--- src/sv/phs_pkg.sv ---
// Shared types and constants for the pipeline hazard scoreboard.
`default_nettype none
package phs_pkg;

    localparam int AGE_W = 3;
    localparam int REG_W = 5;
    localparam int CLS_W = 3;
    localparam int CFG_IDX_W = 2;

    localparam logic [CLS_W-1:0] CLS_ALU_REG = 3'd0;
    localparam logic [CLS_W-1:0] CLS_ALU_IMM = 3'd1;
    localparam logic [CLS_W-1:0] CLS_LOAD    = 3'd2;
    localparam logic [CLS_W-1:0] CLS_STORE   = 3'd3;
    localparam logic [CLS_W-1:0] CLS_BRANCH  = 3'd4;

    localparam logic [CFG_IDX_W-1:0] CFG_ISSUE_AGE  = 2'd0;
    localparam logic [CFG_IDX_W-1:0] CFG_READY_AGE  = 2'd1;
    localparam logic [CFG_IDX_W-1:0] CFG_EXPIRE_AGE = 2'd2;

    localparam logic [AGE_W-1:0] ISSUE_AGE_RST  = 3'd2;
    localparam logic [AGE_W-1:0] READY_AGE_RST  = 3'd5;
    localparam logic [AGE_W-1:0] EXPIRE_AGE_RST = 3'd6;

    typedef struct packed {
        logic             valid_req;
        logic [CLS_W-1:0] instr_class;
        logic [REG_W-1:0] dest_reg;
        logic [REG_W-1:0] src_a;
        logic [REG_W-1:0] src_b;
    } phs_in_t;

    typedef struct packed {
        logic stall_res;
        logic issued;
    } phs_out_t;

endpackage
`default_nettype wire

--- src/sv/pipeline_hazard_scoreboard_top.sv ---
// Top level of the decode-stage register hazard scoreboard.
`default_nettype none
// Each transfer on the s_ channel is one decode cycle: its sources are checked against the
// scoreboard, the destination of an issuing instruction other than a store or branch is marked
// busy, and every busy entry ages by one, all in the cycle of the transfer. The result is one
// stall/issued pair per transfer, held in an output register. The block takes one item per
// clock; only reset or a result in the output register that m_ready has not yet taken holds
// s_ready low. Reset clears the scoreboard; configuration writes take effect on the next item.
module pipeline_hazard_scoreboard_top #(
    parameter int NUM_REGS = 32
) (
    input  wire logic                            aclk,
    input  wire logic                            aresetn,
    input  wire logic                            s_valid,
    output logic                                 s_ready,
    input  wire phs_pkg::phs_in_t                s_data,
    output logic                                 m_valid,
    input  wire logic                            m_ready,
    output phs_pkg::phs_out_t                    m_data,
    input  wire logic                            cfg_wen,
    input  wire logic [phs_pkg::CFG_IDX_W-1:0]   cfg_idx,
    input  wire logic [phs_pkg::AGE_W-1:0]       cfg_wdata
);
    import phs_pkg::*;

    logic [AGE_W-1:0] issue_age_reg;
    logic [AGE_W-1:0] ready_age_reg;
    logic [AGE_W-1:0] expire_age_reg;

    logic [NUM_REGS-1:0] busy_flag_reg;
    logic [NUM_REGS-1:0] busy_flag_next;
    logic [AGE_W-1:0]    busy_age_reg  [NUM_REGS];
    logic [AGE_W-1:0]    busy_age_next [NUM_REGS];

    logic     m_valid_reg;
    phs_out_t m_data_reg;
    phs_out_t res_next;

    logic                s_accept;
    logic [NUM_REGS-1:0] block_vec;
    logic [NUM_REGS-1:0] a_hit;
    logic [NUM_REGS-1:0] b_hit;
    logic [NUM_REGS-1:0] d_hit;
    logic                known_cls;
    logic                chk_b;
    logic                hazard;
    logic                mark_en;

    assign s_ready  = aresetn && (!m_valid_reg || m_ready);
    assign s_accept = s_valid && s_ready;
    assign m_valid  = m_valid_reg;
    assign m_data   = m_data_reg;

    always_comb begin
        logic             flag1;
        logic [AGE_W-1:0] age1;
        logic [AGE_W:0]   age_inc;

        flag1   = 1'b0;
        age1    = '0;
        age_inc = '0;

        // Every entry produces its own "still blocking" bit; the sources pick from that vector.
        for (int i = 0; i < NUM_REGS; i++) begin
            block_vec[i] = busy_flag_reg[i] && (busy_age_reg[i] < ready_age_reg);
            a_hit[i]     = (32'(s_data.src_a) == 32'(i));
            b_hit[i]     = (32'(s_data.src_b) == 32'(i));
            d_hit[i]     = (32'(s_data.dest_reg) == 32'(i));
        end

        known_cls = s_data.valid_req && (s_data.instr_class <= CLS_BRANCH);
        chk_b     = s_data.instr_class inside {CLS_ALU_REG, CLS_STORE, CLS_BRANCH};
        hazard    = (|(a_hit & block_vec)) || (chk_b && (|(b_hit & block_vec)));

        res_next.stall_res = known_cls && hazard;
        res_next.issued    = known_cls && !hazard;
        mark_en = res_next.issued && !(s_data.instr_class inside {CLS_STORE, CLS_BRANCH});

        // Marking happens before aging, so a fresh entry already ages in its issue cycle.
        for (int i = 0; i < NUM_REGS; i++) begin
            flag1   = busy_flag_reg[i] || (mark_en && d_hit[i]);
            age1    = (mark_en && d_hit[i]) ? issue_age_reg : busy_age_reg[i];
            age_inc = {1'b0, age1} + {{AGE_W{1'b0}}, 1'b1};
            if (flag1 && (age_inc < {1'b0, expire_age_reg})) begin
                busy_flag_next[i] = 1'b1;
                busy_age_next[i]  = age_inc[AGE_W-1:0];
            end else begin
                busy_flag_next[i] = 1'b0;
                busy_age_next[i]  = '0;
            end
        end
    end

    always_ff @(posedge aclk) begin
        if (!aresetn) begin
            issue_age_reg  <= ISSUE_AGE_RST;
            ready_age_reg  <= READY_AGE_RST;
            expire_age_reg <= EXPIRE_AGE_RST;
        end else if (cfg_wen) begin
            case (cfg_idx)
                CFG_ISSUE_AGE:  issue_age_reg  <= cfg_wdata;
                CFG_READY_AGE:  ready_age_reg  <= cfg_wdata;
                CFG_EXPIRE_AGE: expire_age_reg <= cfg_wdata;
                default: ;
            endcase
        end
    end

    always_ff @(posedge aclk) begin
        if (!aresetn) begin
            busy_flag_reg <= '0;
            m_valid_reg   <= 1'b0;
        end else begin
            if (s_accept) begin
                busy_flag_reg <= busy_flag_next;
                m_valid_reg   <= 1'b1;
            end else if (m_ready) begin
                m_valid_reg <= 1'b0;
            end
        end
    end

    // Ages are meaningful only while the matching busy flag is set.
    always_ff @(posedge aclk) begin
        if (s_accept) begin
            busy_age_reg <= busy_age_next;
            m_data_reg   <= res_next;
        end
    end

    a_stall_excl: assert property (@(posedge aclk) disable iff (!aresetn)
        m_valid |-> !(m_data.stall_res && m_data.issued))
        else $error("stall and issue reported together");

    a_bubble_quiet: assert property (@(posedge aclk) disable iff (!aresetn)
        s_accept && !s_data.valid_req |=> m_valid && !m_data.stall_res && !m_data.issued)
        else $error("empty decode slot produced a stall or issue");

    a_no_mark_store: assert property (@(posedge aclk) disable iff (!aresetn)
        s_accept && (s_data.instr_class == CLS_STORE || s_data.instr_class == CLS_BRANCH)
        |=> $countones(busy_flag_reg) <= $past($countones(busy_flag_reg)))
        else $error("store or branch marked a register busy");

endmodule
`default_nettype wire

--- config.mk ---
export PLATFORM = sky130hd
export DESIGN_NAME = pipeline_hazard_scoreboard_top
export DESIGN_NICKNAME = d
export VERILOG_FILES = /design/src/sv/phs_pkg.sv /design/src/sv/pipeline_hazard_scoreboard_top.sv
export SDC_FILE = /design/constraint.sdc
export NUM_CORES = 1
export LEC_CHECK = 0
export ABC_AREA = 1
export BUFFER_PORTS_ARGS = -buffer_cell sky130_fd_sc_hd__buf_2
export CORE_MARGIN = 1.5
export CORE_UTILIZATION = 45
export DETAILED_ROUTE_END_ITERATION = 8
export PLACE_DENSITY = 0.64
export SKIP_CTS_REPAIR_TIMING = 1
export SYNTH_ARGS = -nofsm -noshare
export SYNTH_HDL_FRONTEND = slang
export SYNTH_SLANG_ARGS = --single-unit
--- constraint.sdc ---
create_clock -name aclk -period 4.36 [get_ports aclk]
set_input_delay 0.436 -clock aclk [delete_from_list [all_inputs] [get_ports aclk]]
set_output_delay 0.436 -clock aclk [all_outputs]
set_load 0.01 [all_outputs]
==> run_results.csv, run 1 <==
group,metric,value,unit
run_status,status,"completed",
synthesis,netlist_area,12550,um2
pwr,p_leak,6.956,nW
synthesis,yosysUniqueCellTypes,34,
route,drc,0,
synthesis,yosysTopAreaCellShare,23.45,%
critical_path,worstRegToRegCells,24,
placement,portBuffers,32,
final_layout,drive_above_1_share,6.597,%
synthesis,syn-num-nets,2063,
route,first_pass_iters,5,
critical_path,worstPathMaxFanout,32,
critical_path,timing.rr.end,"busy_age_reg[15]",
synthesis,synth_edf_count,98,
critical_path,r2r_setup_slack,0.29,ns
route,post_drt_wl_per_cell,15.25,um
sta,fin_crit_sh,93.34,%
synthesis,synthTopCellsByArea,"edfxtp_1 23%, nand2_1 18%, ha_1 16%, nor2_1 8.4%, inv_1 7.9%",
grt,track_usage,25.08,%
route,routed_wl,35030,um
grt,antenna_found_initial,0,
sta,setup_viol,0,
grt,grt_pass1_vias,10820,
die,die_w,170.0,um
sta,worstMarginPinSlew,1.180,ns
synthesis,synth_flop_cell,"edfxtp_1",
sta,slew_viol_final,0,
grt,grt_remaining_overflow,0,
clock_tree,root_buffer,"clkbuf_16",
critical_path,timing.rr.start,"ready_age_reg[2]",
route,drtIter0Drc,861,
critical_path,cpMaxStageDelayCell,"ha_1",
sta,fmax,245.7,MHz
worst_hold_path,hold_depth,3,
synthesis,synth_area_per_cell,6.695,um2
route,via_per_inst,5.055,
die,die_y,170.0,um
placement,dpl_cell_area,13150,um2
critical_path,crit_path_end_kind,"register",
synthesis,async_flop_share,0,%
clock_tree,clk_pin_slew_worst_paths,0.07,ns
synthesis,ys_warn_count,0,
sta,rsz0062_at_grt,"yes",
critical_path,critical-path-top-delay-family,"simple AND/OR/NAND/NOR gates",
sta,min_period,4.070,ns
grt,grt_max_degree,131,
critical_path,arrival,4.26,ns
die,rows,60,
final_layout,n_antenna_cell,0,
clock_tree,worst_skew_pair.late_latency,0.45,ns
final_layout,nets,2101,
critical_path,max_stage_delay,0.33,ns
worst_hold_path,hp-class,"input port to register",
clock_tree,htreeDepth,4,
critical_path,worst-path-buf-inv,4,
die,coreArea,27180,um2
route,ant_nets,0,
final_layout,largest_reg_flops,96,
pwr,p_per_area,260.1,nW/um2
clock_tree,clockBufferDepth,2,
final_layout,final_cell_area,13890,um2
synthesis,ys_ff_latch,140,
die,io_pins,33,
critical_path,crit_required,4.55,ns
sta,skew,0.01558,ns
critical_path,path_class,"register to register",
clock_tree,cts_tree,"built",
run,maxCapViolCount,0,
final_layout,area_growth,10.74,%
worst_hold_path,hold_path.startpoint,"s_valid",
clock_tree,cts_buffers,17,
placement,dp_hpwl,24270,um
synthesis,yosysTopAreaCell,"edfxtp_1",
sta,maxSlewHeadroom,21.24,%
die,dieArea,28890,um2
worst_hold_path,min_to,"m_valid",
sta,whs,0.2315,ns
placement,place_congestion,0.9387,
synthesis,synth_most_common_cell,"nand2_1",
die,start_util,46.17,%
clock_tree,cts.sinks,140,
critical_path,start_kind,"register",
route,vias,11610,
pwr,irDropWorstVdd,237.0,uV
grt,grt_first_pass_wirelength,55880,um
synthesis,synth-seq-area-share,30.16,%
synthesis,ys_top_cells_by_count,"615 x nand2_1, 280 x nor2_1, 264 x inv_1, 160 x ha_1, 132 x nand3_1",
critical_path,crit_chain,"inv_1 -> buf_12 -> ha_1 -> nand2_1 -> a21oi_1 -> nor2_1 -> nand2_1 -> nand2_1 -> nor2_1 -> nand2_1 -> nor2_1 -> nand2_1 -> nand2_4 -> nand4_2 -> buf_4 -> nor2_1 -> o21ai_0 -> ha_1 -> xnor2_1 -> inv_1 -> ha_1 -> nand2_1 -> nand2_1 -> nor2_1",
sta,finalHoldViolCount,0,
synthesis,synthCells,1874,
critical_path,crit_top_cell,"nand2_1",
## metrics by stage
step	setup TNS [ns]	std cells	worst slack [ns]	total power, mW	util [%]
5_1_grt	-0.5831	2297	-0.06612	3.771	51.13
4_1_cts	0	2290	0.2147	3.626	50.67
6_report	0	2297	0.2903	3.614	51.13
3_3_place_gp	0	2258	0.3127	2.053	48.40
3_5_place_dp	0	2258	0.2207	2.068	48.40
2_1_floorplan	0	1874	0.6755	1.898	-
## tightest hold or removal path, delay by kind of cell
kind / cells / cell delay (ns)
AOI/OAI and AO/OA: 1 / 0.04
buffers and inverters: 1 / 0.10
and+or+nand+nor: 1 / 0.07
## worst max-delay path by stage
stage / from / endpoint / slack (ns) / cells past startpoint
6_report: ready_age_reg[2] / busy_age_reg[15] / 0.29 / 24
5_1_grt: ready_age_reg[2] / busy_age_reg[18] / -0.07 / 29
4_1_cts: ready_age_reg[2] / busy_age_reg[38] / 0.21 / 24
3_5_place_dp: ready_age_reg[2] / busy_age_reg[38] / 0.22 / 24
3_3_place_gp: ready_age_reg[2] / busy_age_reg[36] / 0.31 / 24
2_1_floorplan: ready_age_reg[2] / busy_age_reg[36] / 0.68 / 25
## where the power goes
group          internal (mW)  leakage, nW  total (mW)  switching (mW)
Clock                  0.903        0.290        1.56           0.656
Combinational          0.184         5.38       0.576           0.391
Sequential              1.46         1.28        1.48          0.0208
## layer usage
layer	share of wire [%]	wire (um)	track usage, %	vias to the layer above
met4	2.2	760	8.157	0
met1	46	16240	32.76	5247
met5	0	0	0	-
met2	46	16110	42.30	286
li1	-	-	-	6029
met3	5.5	1921	3.884	49
## kinds of logic (layout without fill, tap and decap cells)
group                    Yosys count  after routing  share of synthesized area (%)
XOR/XNOR                          32             32                          2.234
flip-flops                       140            140                          30.16
AND/OR/NAND/NOR                 1094           1095                          36.10
adder cells (fa/ha/maj)          160            160                          15.96
buffers and inverters            304            354                          9.673
AO/OA/AOI/OAI                    144            144                          5.884
## cells in the final DEF (no fill, tap or decap), types with 5 or more instances in the layout
cell type,Yosys,routed
nand2_1,615,614
nor2_1,280,273
inv_1,264,264
ha_1,160,159
nand3_1,132,132
edfxtp_1,98,98
o21ai_0,70,69
a21oi_1,52,52
dfxtp_1,42,42
buf_2,3,32
nor3_1,23,23
xnor2_1,25,22
clkbuf_16,0,18
buf_4,2,18
o21ai_1,15,16
nand3b_1,11,11
nor2_4,10,11
nand2_4,7,8
xor2_1,7,7
nor2_2,0,6
nand2_2,5,5
o211ai_1,5,5
## layout make-up
type / count / area (um2)
fill: 2741 / 13280
clock inverter: 13 / 153.9
tap: 372 / 465.4
inverter: 266 / 1001
clock buffer: 19 / 464.2
sequential: 140 / 3784
multi-input combinational: 1431 / 7625
timing repair buffer: 56 / 401.6
(Power assumes the default switching activity.)
==> run 2: changes to the inputs <==
--- a/config.mk
+++ b/config.mk
@@ -6,11 +6,12 @@
 export NUM_CORES = 1
 export LEC_CHECK = 0
 export ABC_AREA = 1
+export ABC_CLOCK_PERIOD_IN_PS = 4360
 export BUFFER_PORTS_ARGS = -buffer_cell sky130_fd_sc_hd__buf_2
 export CORE_MARGIN = 1.5
-export CORE_UTILIZATION = 45
+export CORE_UTILIZATION = 40
 export DETAILED_ROUTE_END_ITERATION = 8
-export PLACE_DENSITY = 0.64
+export PLACE_DENSITY = 0.58
 export SKIP_CTS_REPAIR_TIMING = 1
 export SYNTH_ARGS = -nofsm -noshare
 export SYNTH_HDL_FRONTEND = slang
==> run_results.csv, run 2 (synthesis gave the netlist of run 1 again) <==
group,metric,value,unit
sta,finalSetupTns,0,ns
clock_tree,htreeDepth,4,
critical_path,arrival,4.26,ns
clock_tree,cts_buffers,17,
sta,fmax,245.3,MHz
clock_tree,cts.sinks,140,
die,die_y,180.1,um
sta,maxSlewHeadroom,36.36,%
clock_tree,root_buffer,"clkbuf_16",
critical_path,worstPathMaxFanout,16,
route,drtIter0Drc,789,
clock_tree,clockBufferDepth,2,
route,first_pass_iters,5,
sta,fin_crit_sh,93.48,%
clock_tree,cts_tree,"built",
route,drc,0,
die,coreArea,30750,um2
critical_path,max_stage_delay,0.34,ns
die,rows,64,
pwr,p_leak,6.958,nW
final_layout,layout_commonest_cell,"nand2_1",
clock_tree,clk_pin_slew_worst_paths,0.06,ns
sta,slew_viol_final,0,
grt,grt_pass1_vias,11170,
sta,skew,0.01297,ns
route,via_per_inst,4.981,
critical_path,start_kind,"register",
critical_path,worst-path-buf-inv,5,
grt,grt_remaining_overflow,0,
route,ant_nets,0,
sta,setup_viol,0,
placement,portBuffers,32,
critical_path,critical-path-top-delay-family,"simple AND/OR/NAND/NOR gates",
critical_path,crit_top_cell,"nand2_1",
route,routed_wl,36410,um
placement,dp_hpwl,25860,um
pwr,p_per_area,258.1,nW/um2
worst_hold_path,hp-class,"input port to register",
run_status,status,"completed",
final_layout,drive_above_1_share,6.432,%
final_layout,nets,2104,
final_layout,largest_reg_flops,96,
final_layout,n_antenna_cell,0,
placement,dp.cells,2286,
placement,place_congestion,0.9519,
final_layout,fillers,3207,
grt,grt_first_pass_wirelength,57950,um
critical_path,path_class,"register to register",
die,die_w,180.1,um
grt,antenna_found_initial,0,
sta,finalHoldViolCount,0,
sta,worstMarginPinSlew,0.9487,ns
final_layout,finalNonFillerCells,2324,
die,dieArea,32440,um2
die,start_util,40.80,%
route,vias,11580,
final_layout,area_growth,11.09,%
clock_tree,worst_skew_pair.late_latency,0.45,ns
run,maxCapViolCount,0,
die,io_pins,33,
route,post_drt_wl_per_cell,15.67,um
grt,grt_max_degree,67,
sta,min_period,4.076,ns
final_layout,layout_common_cells,"614 x nand2_1, 275 x nor2_1, 262 x inv_1",
critical_path,crit_path_end_kind,"register",
grt,track_usage,22.77,%
critical_path,cpMaxStageDelayCell,"dfxtp_1",
critical_path,crit_required,4.54,ns
pwr,irDropWorstVdd,243.6,uV
[run 2: changes by cell type in the layout (fill, tap and decap cells not counted), sizes merged]
cell      before  now
bufinv         2    3
buf           56   57
clkinv         3    9
clkbuf        19   20
inv          270  265
clkinvlp       4    3
[run 2: metal layers]
| layer | vias to the layer above | global-route usage (%) | wire length (um) |
|---|---|---|---|
| met5 | - | 0 | 0 |
| met4 | 0 | 7.395 | 840 |
| met3 | 53 | 3.759 | 1780 |
| met2 | 256 | 39.07 | 16970 |
| met1 | 5221 | 29.16 | 16810 |
| li1 | 6045 | - | - |
[run 2: worst reg2reg max path: cells and delay by family (launching register included)]
kind            cells  cell delay [ns]
simple gates       14             1.44
xor+xnor            1             0.19
compound gates      2             0.29
fa+ha+maj           3             0.84
buf+inv             5             0.72
flops               1             0.34
[run 2: path summary, 6_finish.rpt]
path                       endpoint         startpoint  cells after the start  slack (ns)
setup / recovery   busy_age_reg[36]   ready_age_reg[1]                     25        0.28
hold / removal              m_valid            s_valid                      3        0.21
setup reg to reg   busy_age_reg[36]   ready_age_reg[1]                     25        0.28
hold reg to reg   busy_flag_reg[22]  busy_flag_reg[22]                      2        0.45
[run 2: through the flow]
step	utilization, %	hold WS [ns]	total power [mW]	worst slack, ns	cell area (um2)
after floorplan	-	0.4261	1.898	0.6755	12550
after global placement	42.97	0.4386	2.066	0.3388	13210
after detailed placement	42.97	0.4390	2.079	0.2987	13210
after CTS	44.92	0.1964	3.622	0.2690	13810
after global routing	45.33	0.2218	3.771	-0.005912	13940
final	45.33	0.2131	3.598	0.2842	13940
[run 2: final cells by class]
cell class,count,area (um2),share of cell area (%)
repair buffers,59,460.4,3.303
flip-flops and latches,140,3784,27.15
multi-input cells,1431,7597,54.51
clock inverters,14,171.4,1.230
inverters,266,1001,7.181
well taps,396,495.5,3.555
clock buffers,18,429.2,3.079
[run 2: power by group]
group | internal [mW] | switching [mW] | leakage [nW] | total, mW
clock | 0.901 | 0.633 | 0.286 | 1.53
sequential | 1.46 | 0.0226 | 1.28 | 1.48
combinational | 0.188 | 0.395 | 5.39 | 0.583
total | 2.55 | 1.05 | 6.96 | 3.60
==> run 3: changes to the inputs <==
--- a/config.mk
+++ b/config.mk
@@ -6,12 +6,14 @@
 export NUM_CORES = 1
 export LEC_CHECK = 0
 export ABC_AREA = 1
-export ABC_CLOCK_PERIOD_IN_PS = 4360
+export ABC_CLOCK_PERIOD_IN_PS = 4300
 export BUFFER_PORTS_ARGS = -buffer_cell sky130_fd_sc_hd__buf_2
+export CORE_ASPECT_RATIO = 0.5
 export CORE_MARGIN = 1.5
 export CORE_UTILIZATION = 40
+export CTS_BUF_LIST = sky130_fd_sc_hd__clkbuf_16
 export DETAILED_ROUTE_END_ITERATION = 8
-export PLACE_DENSITY = 0.58
+export PLACE_DENSITY = 0.56
 export SKIP_CTS_REPAIR_TIMING = 1
 export SYNTH_ARGS = -nofsm -noshare
 export SYNTH_HDL_FRONTEND = slang
==> constraint.sdc (replaced) <==
create_clock -name aclk -period 4.3 [get_ports aclk]
set_input_delay 0.43 -clock aclk [delete_from_list [all_inputs] [get_ports aclk]]
set_output_delay 0.43 -clock aclk [all_outputs]
set_load 0.01 [all_outputs]
==> run_results.csv, run 3 (synthesis gave the netlist of run 1 again) <==
group,metric,value,unit
run_status,status,"completed",
die,die_w,253.5,um
route,vias,11740,
final_layout,nets,2135,
route,route.top_layer_used,"met4",
placement,portBuffers,32,
critical_path,path_class,"register to register",
die,die_y,128.2,um
die,io_pins,33,
final_layout,finalNonFillerCells,2382,
placement,place_congestion,1.034,
critical_path,arrival,4.23,ns
route,routed_wl,37270,um
sta,worstMarginPinSlew,1.151,ns
clock_tree,cts_tree,"built",
route,drc,0,
final_layout,n_antenna_cell,0,
sta,setup_viol,0,
die,dieArea,32500,um2
final_layout,area_growth,14.00,%
placement,dp.cells,2342,
clock_tree,clk_pin_slew_worst_paths,0.06,ns
die,rows,45,
critical_path,crit_path_start,"ready_age_reg[1]",
final_layout,drive_above_1_share,9.750,%
route,post_drt_wl_per_cell,15.65,um
sta,fin_crit_sh,93.61,%
route,wl_met3,2666,um
route,via_per_inst,4.929,
final_layout,fillers,3151,
grt,grt_first_pass_wirelength,57920,um
grt,grt_max_degree,53,
critical_path,crit_path_end_kind,"register",
sta,skew,0.008273,ns
critical_path,timing.rr.end,"busy_age_reg[18]",
route,drtIter0Drc,996,
clock_tree,worst_skew_pair.late_latency,0.45,ns
sta,finalHoldViolCount,0,
clock_tree,cts_buffers,17,
worst_hold_path,hp-class,"input port to register",
critical_path,r2r_setup_slack,0.27,ns
route,ant_nets,0,
sta,fin_ws,0.2746,ns
grt,grt_remaining_overflow,0,
critical_path,crit_required,4.51,ns
sta,min_period,4.025,ns
grt,grt_pass1_vias,10740,
route,met2_length,15430,um
clock_tree,cts.sinks,140,
pwr,p_per_area,254.4,nW/um2
placement,dp_slack,0.2376,ns
final_layout,utilization,46.79,%
critical_path,timing.rr.start,"ready_age_reg[1]",
die,start_util,41.04,%
die,coreArea,30570,um2
critical_path,start_kind,"register",
clock_tree,clockBufferDepth,2,
clock_tree,root_buffer,"clkbuf_16",
clock_tree,htreeDepth,4,
route,met1_length,18510,um
critical_path,worstRegToRegCells,25,
sta,fmax,248.4,MHz
sta,slew_viol_final,0,
pwr,p_leak,7.154,nW
sta,rsz0062_at_grt,"yes",
route,first_pass_iters,6,
sta,maxSlewHeadroom,23.18,%
run,maxCapViolCount,0,
critical_path,worstPathMaxFanout,22,
final_layout,largest_reg_flops,96,
grt,antenna_found_initial,0,
final_layout,layout_common_cells,"609 x nand2_1, 275 x nor2_1, 262 x inv_1",
placement,dp_hpwl,26160,um
pwr,irDropWorstVdd,270.6,uV
grt,track_usage,23.54,%
final_layout,layout_commonest_cell,"nand2_1",
critical_path,cp-endpoint,"busy_age_reg[18]",
==> run 3: changes by cell type in the layout (fill, tap and decap cells not counted), moves of 4 or more <==
cell     change
ha_1        -14
o21ai_0     -12
o21ai_1     +12
xnor2_1     -11
nand2_2      +4
buf_4       +32
xnor2_2     +11
nand2_1      -5
ha_2        +14
==> run 3: how the worst min path moves through the flow <==
stage                                 start  depth (start not counted)  slack [ns]           endpoint
after floorplan           busy_flag_reg[10]                          2        0.43  busy_flag_reg[10]
after global placement     busy_flag_reg[2]                          2        0.44   busy_flag_reg[2]
after detailed placement  busy_flag_reg[22]                          2        0.45  busy_flag_reg[22]
after CTS                           s_valid                          3        0.19            m_valid
after global routing           cfg_wdata[1]                          3        0.21   issue_age_reg[1]
final                               s_valid                          3        0.20            m_valid
==> run 3: per-stage QoR <==
step           cell area, um2  power (mW)  setup TNS, ns  hold slack (ns)
6_report                14300       3.639              0           0.2041
2_1_floorplan           12550       1.925              0           0.4261
3_3_place_gp            13450       2.106              0           0.4384
3_5_place_dp            13450       2.110              0           0.4453
4_1_cts                 14040       3.640              0           0.1871
5_1_grt                 14300       3.805        -0.6019           0.2107
==> run 3: cell type report <==
| class | instances | area [um2] | share of cell area (%) |
|---|---|---|---|
| Tap cell | 423 | 529.3 | 3.700 |
| Inverter | 266 | 1003 | 7.015 |
| Sequential cell | 140 | 3790 | 26.50 |
| Clock inverter | 15 | 156.4 | 1.093 |
| Timing Repair Buffer | 90 | 666.9 | 4.662 |
| Clock buffer | 17 | 425.4 | 2.974 |
| Multi-Input combinational cell | 1431 | 7732 | 54.06 |
==> run 3: power by group <==
part | internal (mW) | switching, mW | total, mW
registers | 1.48 | 0.0320 | 1.51
clock network | 0.899 | 0.631 | 1.53
logic | 0.202 | 0.395 | 0.598
==> run 3: critical path: stages, from the launching register on <==
cell       delay [ns]
dfxtp_1          0.35
inv_2            0.06
buf_12           0.17
ha_1             0.30
nand2_1          0.05
a21oi_1          0.11
nor2_1           0.11
nand2_1          0.07
nand2_1          0.05
nor2_1           0.23
nand2_1          0.08
nor2_1           0.11
nand2_1          0.10
nand2_4          0.11
nand3_2          0.11
nor2_4           0.26
clkbuf_16        0.21
nand2_4          0.07
o21ai_0          0.26
ha_2             0.34
ha_1             0.27
nand2_1          0.05
nand2_1          0.06
nand2_1          0.06
nand2_1          0.11
nor2_1           0.05
==> run 3: per-layer routing <==
layer  track usage (%)  up-vias
li1                  -     6099
met1             34.34     5217
met2             35.21      372
met3             4.223       52
met4             6.869        0
met5                 0        -
